[config.mk]
export PLATFORM = sky130hd
export DESIGN_NAME = nvm_regfile
export DESIGN_NICKNAME = d
export VERILOG_FILES = /design/src/nvm_pkg.sv /design/src/nvm_regfile.sv
export SDC_FILE = /design/constraint.sdc
export NUM_CORES = 1
export LEC_CHECK = 0
export ABC_CLOCK_PERIOD_IN_PS = 3050
export BUFFER_PORTS_ARGS = -buffer_cell sky130_fd_sc_hd__buf_2
export CAP_MARGIN = 20
export CORE_MARGIN = 2
export CORE_UTILIZATION = 65
export DETAILED_ROUTE_END_ITERATION = 7
export GPL_TIMING_DRIVEN = 1
export PLACE_DENSITY = 0.84
export SLEW_MARGIN = 20
export SYNTH_ARGS = -nofsm -noshare
export SYNTH_HDL_FRONTEND = slang
export SYNTH_SLANG_ARGS = --single-unit
[constraint.sdc]
create_clock -name clk_i -period 3.05 [get_ports clk_i]
set_input_delay 0.1525 -clock clk_i [delete_from_list [all_inputs] [get_ports clk_i]]
set_output_delay 0.1525 -clock clk_i [all_outputs]
set_load 0.02 [all_outputs]
[src/nvm_pkg.sv]
`timescale 1ns / 1ps
`default_nettype none
// ----------------------------------------------------------------------------
// nvm_pkg
// Shared types and constants of the nibble VM execute unit.
// ----------------------------------------------------------------------------
package nvm_pkg;

  // default geometry (MEM_BYTES is a power of two)
  localparam int MEM_BYTES_DEF     = 4096;
  localparam int VRAM_BASE_DEF     = 3072;
  localparam int DISPLAY_BYTES_DEF = 1024;
  localparam int ROW_PIXELS_DEF    = 64;

  // register file
  localparam int REG_AW = 4;
  localparam int REG_W  = 8;
  localparam int REG_NUM = 16;

  // stream words
  localparam int IN_TDATA_W  = 16;
  localparam int OUT_TDATA_W = 48;
  localparam int WADDR_W     = 12;

  localparam logic [REG_AW-1:0] FLAG_REG = 4'hF;
  localparam logic [REG_W-1:0]  FLAG_EQ  = 8'd8;
  localparam logic [REG_W-1:0]  FLAG_NE  = 8'd4;

  // jump conditions
  localparam logic [3:0] JUMP_IF_EQ = 4'd1;
  localparam logic [3:0] JUMP_IF_NE = 4'd2;

  typedef enum logic [3:0] {
    ACT_ADD     = 4'd0,
    ACT_SUB     = 4'd1,
    ACT_INDEX   = 4'd2,
    ACT_LOAD    = 4'd3,
    ACT_STORE   = 4'd4,
    ACT_CLEAR   = 4'd5,
    ACT_PIXEL   = 4'd6,
    ACT_COMPARE = 4'd7,
    ACT_JUMP    = 4'd8
  } action_e;

  typedef enum logic [2:0] {
    ST_INIT,
    ST_IDLE,
    ST_EXEC,
    ST_PIXEL,
    ST_CLEAR
  } state_e;

  typedef struct packed {
    logic              en;
    logic [REG_AW-1:0] addr;
    logic [REG_W-1:0]  data;
  } rf_wr_t;

endpackage
`default_nettype wire

[src/nvm_regfile.sv]
`timescale 1ns / 1ps
`default_nettype none
// ----------------------------------------------------------------------------
// nvm_regfile
// 16 x 8 register file, two registered read ports, one write port.
// ----------------------------------------------------------------------------
module nvm_regfile import nvm_pkg::*; (
  input  logic              clk_i,
  input  logic              rst_ni,
  input  logic [REG_AW-1:0] rd_a_addr_i,
  input  logic [REG_AW-1:0] rd_b_addr_i,
  input  rf_wr_t            wr_i,
  output logic [REG_W-1:0]  rd_a_data_o,
  output logic [REG_W-1:0]  rd_b_data_o
);

  logic [REG_W-1:0]   mem_q [REG_NUM];
  logic [REG_NUM-1:0] valid_q;
  logic [REG_W-1:0]   rd_a_q;
  logic [REG_W-1:0]   rd_b_q;

  always_ff @(posedge clk_i) begin
    if (wr_i.en) begin
      mem_q[wr_i.addr] <= wr_i.data;
    end
  end

  // never-written entries read as zero
  always_ff @(posedge clk_i or negedge rst_ni) begin
    if (!rst_ni) begin
      valid_q <= '0;
    end else if (wr_i.en) begin
      valid_q[wr_i.addr] <= 1'b1;
    end
  end

  always_ff @(posedge clk_i) begin
    rd_a_q <= valid_q[rd_a_addr_i] ? mem_q[rd_a_addr_i] : '0;
    rd_b_q <= valid_q[rd_b_addr_i] ? mem_q[rd_b_addr_i] : '0;
  end

  assign rd_a_data_o = rd_a_q;
  assign rd_b_data_o = rd_b_q;

endmodule
`default_nettype wire

==> results.cfg, run 1 <==
[run_status]
run_status = finished, final reports clean

[synth]
ys_top_cells_by_area = sky130_fd_sc_hd__edfxtp_1, sky130_fd_sc_hd__mux4_2, sky130_fd_sc_hd__dfrtp_1, sky130_fd_sc_hd__dfxtp_1, sky130_fd_sc_hd__a22oi_1
synthDominantCellAreaShare_pct = 54.80
synth_enable_flop_cells = 128
syn_area_mm2 = 0.007014
ys_ff_latch = 160
synth_cells = 355
synth_nets = 378
synth.yosys.warnings = 0
most_frequent_cell_after_synthesis = sky130_fd_sc_hd__edfxtp_1
ys_async_sr_fraction_pct = 10.00
syn-mean-instance-area_um2 = 19.76
synth.distinct_cells = 23
seq_area_frac_synth_pct = 65.07
synth_area_leader_cell = sky130_fd_sc_hd__edfxtp_1
postSynth.topFlopCell = sky130_fd_sc_hd__edfxtp_1
synth_commonest_cells = sky130_fd_sc_hd__edfxtp_1, sky130_fd_sc_hd__mux4_2, sky130_fd_sc_hd__a22oi_1

[job]
max_cap_viol_count = 0

[timing]
tightest_slew_ns = 1.008
final_count_of_pins_violating_max_slew = 0
final_period_minus_worst_setup_slack_ns = 1.708
hold_violations = 0
number_of_setup_violations_in_the_final_report = 0
finClkSkew_ns = 0.008603
final_min_period_over_clock_period_pct = 56.00
timing.slew.headroom_pct = 32.55
timing.setup.tns_ns = 0
max_freq_ghz = 0.5855
grt_setup_unrepaired = no
post-route-worst-setup-slack_ns = 1.342

[cts]
clock_sink_count = 160
cts_inserted_buffers = 17
clockBufferDepth = 2
cts.htree.levels = 4
postCtsResizedCells = 0
clock_tree_from_tritoncts = done
post-cts-setup-buffers = 0
root_buffer = sky130_fd_sc_hd__clkbuf_8
cts_hold_buf = 4
clock_insertion_delay_worst_skew_ns = 0.54
clkTransAtPathRegs_ns = 0.06

[layout]
layout-drive-gt1-share_pct = 45.28
stdcell_area_mm2 = 0.008043
multiInputGateArea_mm2 = 0.002337
final_core_util_pct = 77.21
syn_to_final_growth_pct = 14.66
fillers = 559
nets = 434
layout.area.seq_mm2 = 0.004564
diode_count = 0

[floorplan]
placement_rows = 37
start_util_pct = 67.34
die_w_um = 107.9
core_mm2 = 0.01042
die_h_um = 107.9
ios = 39
die_area_mm2 = 0.01164

[routing]
drt_drc_violations_left = 0
vias = 4080
postRouteWirelength_um = 16770
drtPass1Iterations = 5
wl_per_cell_um = 29.95
initialDrtViolationCount = 490
drt.antenna.violating_nets = 0
vias_per_cell = 7.286

[setup_path]
timing.critical_path.from_type = flop
cp_max_fo = 8
worst_ep_arrival_time_ns = 2.12
critical_path.endpoint_type = flop
worst-setup-path-type = reg2reg
timing.critical_path.required_ns = 3.46

[placed_design]
place_worst_setup_slack_ns = 0.9982
gp_congestion = 0.8247
dpl_cell_area_mm2 = 0.007397
port_buffers = 38
dp_hpwl_um = 10070

[pwr]
power.static_leakage_nw = 2.664
worst_ir_drop_vdd_uv = 358.2
power_density_mw_per_mm2 = 652.2

[global_routing]
first_global_vias = 4132
antenna_violations_before_repair = 0
grt_pass1_wl_um = 24920
grt-ovfl-total = 0
grt_start_max_net_pins = 28
grt.total_usage_pct = 31.67

[min_path]
hold_path_class = in2reg
[path summary, 6_finish.rpt]
kind	startpoint	end	slack, ns	cells past startpoint
max	valid_q[13]	rd_b_data_o[3]	1.34	4
min	wr_i[4]	mem_q[15][4]	0.02	1
max reg2reg	valid_q[13]	rd_b_data_o[3]	1.34	4
min reg2reg	valid_q[14]	valid_q[14]	0.50	1
max in group asynchronous	rst_ni	valid_q[2]	2.71	2
min in group asynchronous	rst_ni	valid_q[8]	0.06	2
[cell type report]
class	instances	share of cell area, %
Sequential cell	160	56.75
Multi-Input combinational cell	173	29.06
Clock buffer	20	5.414
Timing Repair Buffer	59	4.605
Tap cell	136	2.116
Clock inverter	12	2.054
[sequential cells by signal, summed over array words and instances, names as in the netlist]
register	cells
mem_q	128
rd_a_data_o	8
rd_b_data_o	8
valid_q	16
[worst max-delay path, stage by stage (launching register included)]
cell                      delay [ns]
sky130_fd_sc_hd__dfrtp_1        0.40
sky130_fd_sc_hd__mux4_2         0.50
sky130_fd_sc_hd__a22o_1         0.32
sky130_fd_sc_hd__nor2_8         0.30
sky130_fd_sc_hd__a21oi_2        0.06
[kinds of logic (layout without fill, tap and decap cells)]
kind of cell	count (synthesis)	count (layout)	synth area share (%)
and+or+nand+nor	49	49	4.210
muxes	72	72	23.12
AOI/OAI and AO/OA	52	52	5.922
buffers and inverters	22	91	1.677
DFF	160	160	65.07
[cell usage in the layout, fill, tap and decap left out]
master | netlist | routed
sky130_fd_sc_hd__a21oi_2 | 16 | 16
sky130_fd_sc_hd__clkinv_1 | 0 | 2
sky130_fd_sc_hd__nor2_8 | 2 | 2
sky130_fd_sc_hd__mux4_2 | 72 | 72
sky130_fd_sc_hd__nor2_1 | 14 | 12
sky130_fd_sc_hd__edfxtp_1 | 128 | 128
sky130_fd_sc_hd__buf_2 | 4 | 38
sky130_fd_sc_hd__nor2b_1 | 4 | 4
sky130_fd_sc_hd__dfrtp_1 | 16 | 16
sky130_fd_sc_hd__nand2_1 | 1 | 1
sky130_fd_sc_hd__nand3_1 | 1 | 1
sky130_fd_sc_hd__dfxtp_1 | 16 | 16
sky130_fd_sc_hd__buf_12 | 0 | 1
sky130_fd_sc_hd__buf_4 | 4 | 16
sky130_fd_sc_hd__clkinvlp_4 | 0 | 3
sky130_fd_sc_hd__a22o_1 | 4 | 4
sky130_fd_sc_hd__a22oi_1 | 32 | 32
sky130_fd_sc_hd__nor3_1 | 4 | 4
sky130_fd_sc_hd__bufinv_16 | 0 | 4
sky130_fd_sc_hd__or3b_2 | 1 | 1
sky130_fd_sc_hd__clkinv_2 | 0 | 3
sky130_fd_sc_hd__clkbuf_1 | 9 | 2
sky130_fd_sc_hd__nand3b_1 | 2 | 2
sky130_fd_sc_hd__nand2b_1 | 2 | 2
sky130_fd_sc_hd__dlygate4sd3_1 | 0 | 4
sky130_fd_sc_hd__clkbuf_8 | 0 | 2
sky130_fd_sc_hd__clkbuf_16 | 0 | 16
sky130_fd_sc_hd__or2_2 | 16 | 16
sky130_fd_sc_hd__and2_1 | 2 | 2
sky130_fd_sc_hd__nor2_2 | 0 | 2
[stage by stage]
stage          hold WS [ns]  total power, mW  instances
4_1_cts             0.01358            5.235        560
3_5_place_dp        0.08380            3.104        524
5_1_grt             0.02115            5.374        560
6_report            0.02272            5.245        560
3_3_place_gp        0.07579            3.084        524
2_1_floorplan       -0.1431            2.917        355
[metal layers]
layer | share of wire [%] | global-route usage (%) | wire [µm]
met5 | 0 | 0 | 0
met4 | 3.6 | 15.02 | 609
met3 | 10 | 7.082 | 1714
met2 | 51 | 50.67 | 8552
met1 | 35 | 42.08 | 5895
[power breakdown]
group          internal (mW)  switching (mW)  leakage [nW]  total [mW]
Combinational          0.247           0.311         0.925       0.557
Sequential              2.47          0.0623          1.45        2.53
Clock                   1.34           0.820         0.286        2.16
No activity file was read; power rests on OpenSTA's default activity.
==> run 2, diff against run 1 <==
--- a/config.mk
+++ b/config.mk
@@ -5,14 +5,14 @@
 export SDC_FILE = /design/constraint.sdc
 export NUM_CORES = 1
 export LEC_CHECK = 0
-export ABC_CLOCK_PERIOD_IN_PS = 3050
+export ABC_CLOCK_PERIOD_IN_PS = 1700
 export BUFFER_PORTS_ARGS = -buffer_cell sky130_fd_sc_hd__buf_2
 export CAP_MARGIN = 20
 export CORE_MARGIN = 2
-export CORE_UTILIZATION = 65
+export CORE_UTILIZATION = 61
 export DETAILED_ROUTE_END_ITERATION = 7
 export GPL_TIMING_DRIVEN = 1
-export PLACE_DENSITY = 0.84
+export PLACE_DENSITY = 0.8
 export SLEW_MARGIN = 20
 export SYNTH_ARGS = -nofsm -noshare
 export SYNTH_HDL_FRONTEND = slang
==> constraint.sdc (replaced) <==
create_clock -name clk_i -period 1.7 [get_ports clk_i]
set_input_delay 0.085 -clock clk_i [delete_from_list [all_inputs] [get_ports clk_i]]
set_output_delay 0.085 -clock clk_i [all_outputs]
set_load 0.02 [all_outputs]
==> run 2 against run 1 <==
Effect of this change:
- first-iteration DRC count shrank 18%
- count of clock-buffer cells in the layout down 1
- combinational power is 81% higher
- die area up 6.3%
- sequential power grew 79%
- utilization down 4.8 points
- clock power up 79%
- largest power group unchanged
- flip-flop and latch count unchanged
- global-route usage decreased by 3.7 points
- clock skew about the same
- fmax grew 5.6%
- cell area is 2.0% higher
==> results.cfg, run 2 (synthesis gave the netlist of run 1 again) <==
[timing]
hold_violations = 0
finClkSkew_ns = 0.008866
post-route-worst-setup-slack_ns = 0.08220
timing.slew.headroom_pct = 45.20
number_of_setup_violations_in_the_final_report = 0
final_count_of_pins_violating_max_slew = 0
max_freq_ghz = 0.6181
tightest_slew_ns = 0.8203
final_min_period_over_clock_period_pct = 95.16
grt_setup_unrepaired = no
timing.setup.tns_ns = 0
final_period_minus_worst_setup_slack_ns = 1.618

[floorplan]
die_area_mm2 = 0.01237
die_w_um = 111.2
core_mm2 = 0.01132
placement_rows = 39
die_h_um = 111.2
ios = 39
start_util_pct = 61.96

[layout]
final_core_util_pct = 72.45
nets = 447
reg_top3 = mem_q: 128 flops, valid_q: 16 flops
diode_count = 0
mostFrequentLayoutCell = sky130_fd_sc_hd__edfxtp_1
regMostFlops = mem_q
largest_register_ffs = 128
stdcell_area_mm2 = 0.008202
syn_to_final_growth_pct = 16.93
layout-drive-gt1-share_pct = 47.14
final_cell_mix = sky130_fd_sc_hd__edfxtp_1, sky130_fd_sc_hd__mux4_2, sky130_fd_sc_hd__buf_2

[setup_path]
timing.critical_path.from_type = flop
timing.critical_path.required_ns = 1.99
cp_max_fo = 8
worst-setup-path-type = reg2reg
r2r_end = rd_b_data_o[6]
worst-r2r-cell-count = 4
timing.rr.start = valid_q[9]
worst_ep_arrival_time_ns = 1.91
critical_path.endpoint_type = flop
r2r_setup_slack_ns = 0.08

[routing]
postRouteWirelength_um = 16090
wl_per_cell_um = 27.73
drtPass1Iterations = 5
vias_per_cell = 6.931
vias = 4020
drt.antenna.violating_nets = 0
initialDrtViolationCount = 401
drt_drc_violations_left = 0

[cts]
clock_sink_count = 160
clkTransAtPathRegs_ns = 0.06
cts_inserted_buffers = 17
root_buffer = sky130_fd_sc_hd__clkbuf_16
clock_tree_from_tritoncts = done
clockBufferDepth = 2
clock_insertion_delay_worst_skew_ns = 0.42
cts.htree.levels = 4

[pwr]
p_seq_share_pct = 48.1
total_power_draw_mw = 9.401
worst_ir_drop_vdd_uv = 857.1
netSwitchingFraction_pct = 22.08
power.static_leakage_nw = 2.759
netsw_mw = 2.076
power_density_mw_per_mm2 = 1146
power.clock.fraction_pct = 41.1
intPower_mw = 7.325
combinationalPowerShare_pct = 10.8

[min_path]
worst_hold_startpoint = wr_i[4]
timing.hold.worst_path_depth = 1
hold_path_class = in2reg
hold_end = mem_q[0][4]

[placed_design]
dp_hpwl_um = 10480
place_worst_setup_slack_ns = 0.04242
gp_congestion = 0.7882
dpl_cell_area_mm2 = 0.007589
port_buffers = 38

[job]
max_cap_viol_count = 0

[global_routing]
grt_start_max_net_pins = 26
grt_pass1_wl_um = 24450
grt-ovfl-total = 0
grt.total_usage_pct = 27.97
first_global_vias = 4219
antenna_violations_before_repair = 0

[run_status]
run_status = finished, final reports clean
[run 2: changes by cell type in the layout (fill, tap and decap cells not counted)]
| cell | before | now |
|---|---|---|
| sky130_fd_sc_hd__buf_4 | 16 | 27 |
| sky130_fd_sc_hd__buf_12 | 1 | 6 |
| sky130_fd_sc_hd__dlygate4sd3_1 | 4 | 1 |
| sky130_fd_sc_hd__clkbuf_8 | 2 | 0 |
| sky130_fd_sc_hd__nor2_1 | 12 | 14 |
| sky130_fd_sc_hd__nor2_2 | 2 | 0 |
| sky130_fd_sc_hd__clkbuf_16 | 16 | 17 |
| sky130_fd_sc_hd__clkinv_2 | 3 | 4 |
[run 2: repair_timing]
action / in CTS / in global routing
setup buffers: 0 / 0
endpoints found under the hold margin: 16 / 0
hold buffers: 1 / 0
gates resized for setup: 0 / 0
[run 2: layout make-up]
class | count | area [µm²]
repair buffers | 72 | 523.0
well taps | 143 | 178.9
multi-input cells | 173 | 2332
clock inverters | 13 | 170.2
clock buffers | 19 | 432.9
flip-flops and latches | 160 | 4564
fillers | 646 | 3119
[run 2: worst max-delay path by stage]
stage	depth (start not counted)	slack, ns	end	startpoint
after floorplan	2	0.09	mem_q[0][0]	wr_i[10]
after global placement	5	0.03	rd_a_data_o[7]	rd_a_addr_i[0]
after detailed placement	5	0.04	rd_a_data_o[7]	rd_a_addr_i[0]
after CTS	4	0.09	rd_b_data_o[6]	valid_q[9]
after global routing	4	0.04	rd_b_data_o[6]	valid_q[9]
final	4	0.08	rd_b_data_o[6]	valid_q[9]
[run 2: layer usage]
metal  part of all wire [%]  vias up  wire length [µm]  GRT usage [%]
met1                     35     2096              5632          35.23
li1                       -     1647                 -              -
met2                     53      234              8549          46.46
met3                    8.4       43              1359          6.889
met5                      0        -                 0              0
met4                    3.4        0               544          12.84
[run 2: critical path: stages (launching register included)]
cell and delay [ns]:
sky130_fd_sc_hd__dfrtp_1 0.41, sky130_fd_sc_hd__mux4_2 0.47, sky130_fd_sc_hd__a22o_1 0.30, sky130_fd_sc_hd__nor2_8 0.24
sky130_fd_sc_hd__a21oi_2 0.07
[run 2: power groups by stage]
stage,clock [mW],combinational (mW),sequential (mW)
floorplan,0,0.595,4.64
global placement,0,0.982,4.58
detailed placement,0,1.01,4.60
CTS,3.92,1.02,4.52
global route,4.06,1.07,4.54
finish,3.87,1.01,4.52
[run 2: per-stage QoR]
step | cells | hold slack, ns
5_1_grt | 580 | 0.03500
6_report | 580 | 0.04931
4_1_cts | 580 | 0.03281
3_3_place_gp | 547 | 0.003866
3_5_place_dp | 547 | 0.009905
2_1_floorplan | 355 | -0.2106
==> run 3, diff against run 2 <==
--- a/config.mk
+++ b/config.mk
@@ -8,6 +8,7 @@
 export ABC_CLOCK_PERIOD_IN_PS = 1700
 export BUFFER_PORTS_ARGS = -buffer_cell sky130_fd_sc_hd__buf_2
 export CAP_MARGIN = 20
+export CORE_ASPECT_RATIO = 1.25
 export CORE_MARGIN = 2
 export CORE_UTILIZATION = 61
 export DETAILED_ROUTE_END_ITERATION = 7
==> constraint.sdc (replaced) <==
create_clock -name clk_i -period 1.7 [get_ports clk_i]
set_input_delay 0.085 -clock clk_i [delete_from_list [all_inputs] [get_ports clk_i]]
set_output_delay 0.085 -clock clk_i [all_outputs]
set_load 0.01 [all_outputs]
==> run 3 against run 2 <==
Effect of this change:
- cell area down 0.58%
- wire length increased by 3.8%
- non-clock buffer count unchanged
- highest routed layer unchanged
- critical endpoint is now rd_b_data_o[7]
- largest power group unchanged
- first-iteration DRC count fell by 13%
==> results.cfg, run 3 (synthesis gave the netlist of run 1 again) <==
[run_status]
run_status = finished, final reports clean

[global_routing]
grt_start_max_net_pins = 19
antenna_violations_before_repair = 0
grt-ovfl-total = 0
first_global_vias = 4152
grt_pass1_wl_um = 24880
grt.total_usage_pct = 29.27

[cts]
postCtsResizedCells = 0
cts_hold_buf = 1
clkTransAtPathRegs_ns = 0.06
clock_tree_from_tritoncts = done
post-cts-setup-buffers = 0
clock_sink_count = 160
cts_inserted_buffers = 17
clockBufferDepth = 2
cts.htree.levels = 4
root_buffer = sky130_fd_sc_hd__clkbuf_16
clock_insertion_delay_worst_skew_ns = 0.42

[setup_path]
critical_path.endpoint_type = flop
cell_family_with_most_cp_delay = multiplexers
worst_ep_arrival_time_ns = 1.91
crit_path_max_incr_delay_ns = 0.47
timing.critical_path.from_type = flop
cpMaxStageDelayCell = sky130_fd_sc_hd__mux4_2
timing.critical_path.required_ns = 1.99
worst-path-buf-inv = 0
cp_max_fo = 8
critical_path.cell_chain = mux4_2, a22o_1, nor2_8, a21oi_2
worst-setup-path-type = reg2reg

[pwr]
worst_ir_drop_vdd_uv = 874.0
intPower_mw = 7.006
power.static_leakage_nw = 2.748
netSwitchingFraction_pct = 22.30
netsw_mw = 2.010
p_seq_share_pct = 50.3
combinationalPowerShare_pct = 10.8
power.clock.fraction_pct = 38.9
power_density_mw_per_mm2 = 1106

[timing]
finClkSkew_ns = 0.006798
final_period_minus_worst_setup_slack_ns = 1.617
hold_violations = 0
final_min_period_over_clock_period_pct = 95.14
tightest_slew_ns = 1.051
number_of_setup_violations_in_the_final_report = 0
grt_setup_unrepaired = no
timing.slew.headroom_pct = 29.79
final_count_of_pins_violating_max_slew = 0
max_freq_ghz = 0.6183
post-route-worst-setup-slack_ns = 0.08265

[routing]
drtPass1Iterations = 5
vias = 3993
drt_drc_violations_left = 0
vias_per_cell = 6.981
postRouteWirelength_um = 16700
wl_per_cell_um = 29.20
drt.antenna.violating_nets = 0
initialDrtViolationCount = 349

[layout]
reg_top3 = mem_q: 128 flops, valid_q: 16 flops
nets = 447
final_cell_mix = sky130_fd_sc_hd__edfxtp_1, sky130_fd_sc_hd__mux4_2, sky130_fd_sc_hd__buf_2
mostFrequentLayoutCell = sky130_fd_sc_hd__edfxtp_1
fillers = 618
stdcell_area_mm2 = 0.008154
layout.area.seq_mm2 = 0.004564
diode_count = 0
syn_to_final_growth_pct = 16.25
largest_register_ffs = 128
multiInputGateArea_mm2 = 0.002332
regMostFlops = mem_q
layout-drive-gt1-share_pct = 46.68

[floorplan]
die_area_mm2 = 0.01238
placement_rows = 43
ios = 39
core_mm2 = 0.01114
start_util_pct = 62.98
die_h_um = 123.9
die_w_um = 99.91

[placed_design]
place_worst_setup_slack_ns = -0.03883
dp_hpwl_um = 10650
dpl_cell_area_mm2 = 0.007591
port_buffers = 38
gp_congestion = 0.7736

[min_path]
hold_path_class = in2reg

[job]
max_cap_viol_count = 0
[run 3: cell count changes in the layout (fill, tap and decap cells not counted), sizes merged]
cell      change
bufinv        -4
clkbuf        +8
clkinv        -2
clkinvlp      -2
[run 3: worst paths after layout]
| path | start | end | slack [ns] | depth (start not counted) |
|---|---|---|---|---|
| worst max-delay path | valid_q[4] | rd_b_data_o[7] | 0.08 | 4 |
| max in group asynchronous | rst_ni | valid_q[9] | 1.31 | 2 |
| worst min register to register | valid_q[3] | valid_q[3] | 0.49 | 1 |
| worst min-delay path | wr_i[5] | mem_q[8][5] | 0.05 | 1 |
| worst max register to register | valid_q[4] | rd_b_data_o[7] | 0.08 | 4 |
| min in group asynchronous | rst_ni | valid_q[14] | 0.11 | 2 |
[run 3: area by class of cell]
type                       count  area share, %
timing repair buffer          72          6.567
clock inverter                 5         0.3376
clock buffer                  27          6.445
sequential                   160          55.98
multi-input combinational    173          28.60
tap                          135          2.072
[run 3: through the flow]
| step | utilization (%) | setup TNS, ns | std cells | total power [mW] | hold WS [ns] |
|---|---|---|---|---|---|
| 6_report | 73.22 | 0 | 572 | 9.016 | 0.04847 |
| 5_1_grt | 73.22 | 0 | 572 | 9.281 | 0.05235 |
| 4_1_cts | 73.22 | 0 | 572 | 9.050 | 0.03555 |
| 3_5_place_dp | 68.16 | -0.05258 | 539 | 5.563 | 0.01204 |
| 3_3_place_gp | 68.16 | -0.01256 | 539 | 5.536 | 0.008588 |
| 2_1_floorplan | - | 0 | 355 | 5.189 | -0.2106 |
[run 3: power by group through the flow]
stage          Combinational (mW)  Sequential (mW)  Clock [mW]
2_1_floorplan               0.595             4.59           0
3_3_place_gp                0.945             4.59           0
3_5_place_dp                0.958             4.60           0
4_1_cts                     0.974             4.53        3.54
5_1_grt                      1.03             4.55        3.70
6_report                    0.970             4.54        3.51
[run 3: layer usage]
layer | GRT usage (%) | part of all wire (%) | vias to the layer above
met1 | 36.96 | 36 | 2077
met2 | 48.73 | 52 | 222
met3 | 6.846 | 7.6 | 43
met4 | 13.87 | 4.2 | 0
li1 | - | - | 1651
met5 | 0 | 0 | -
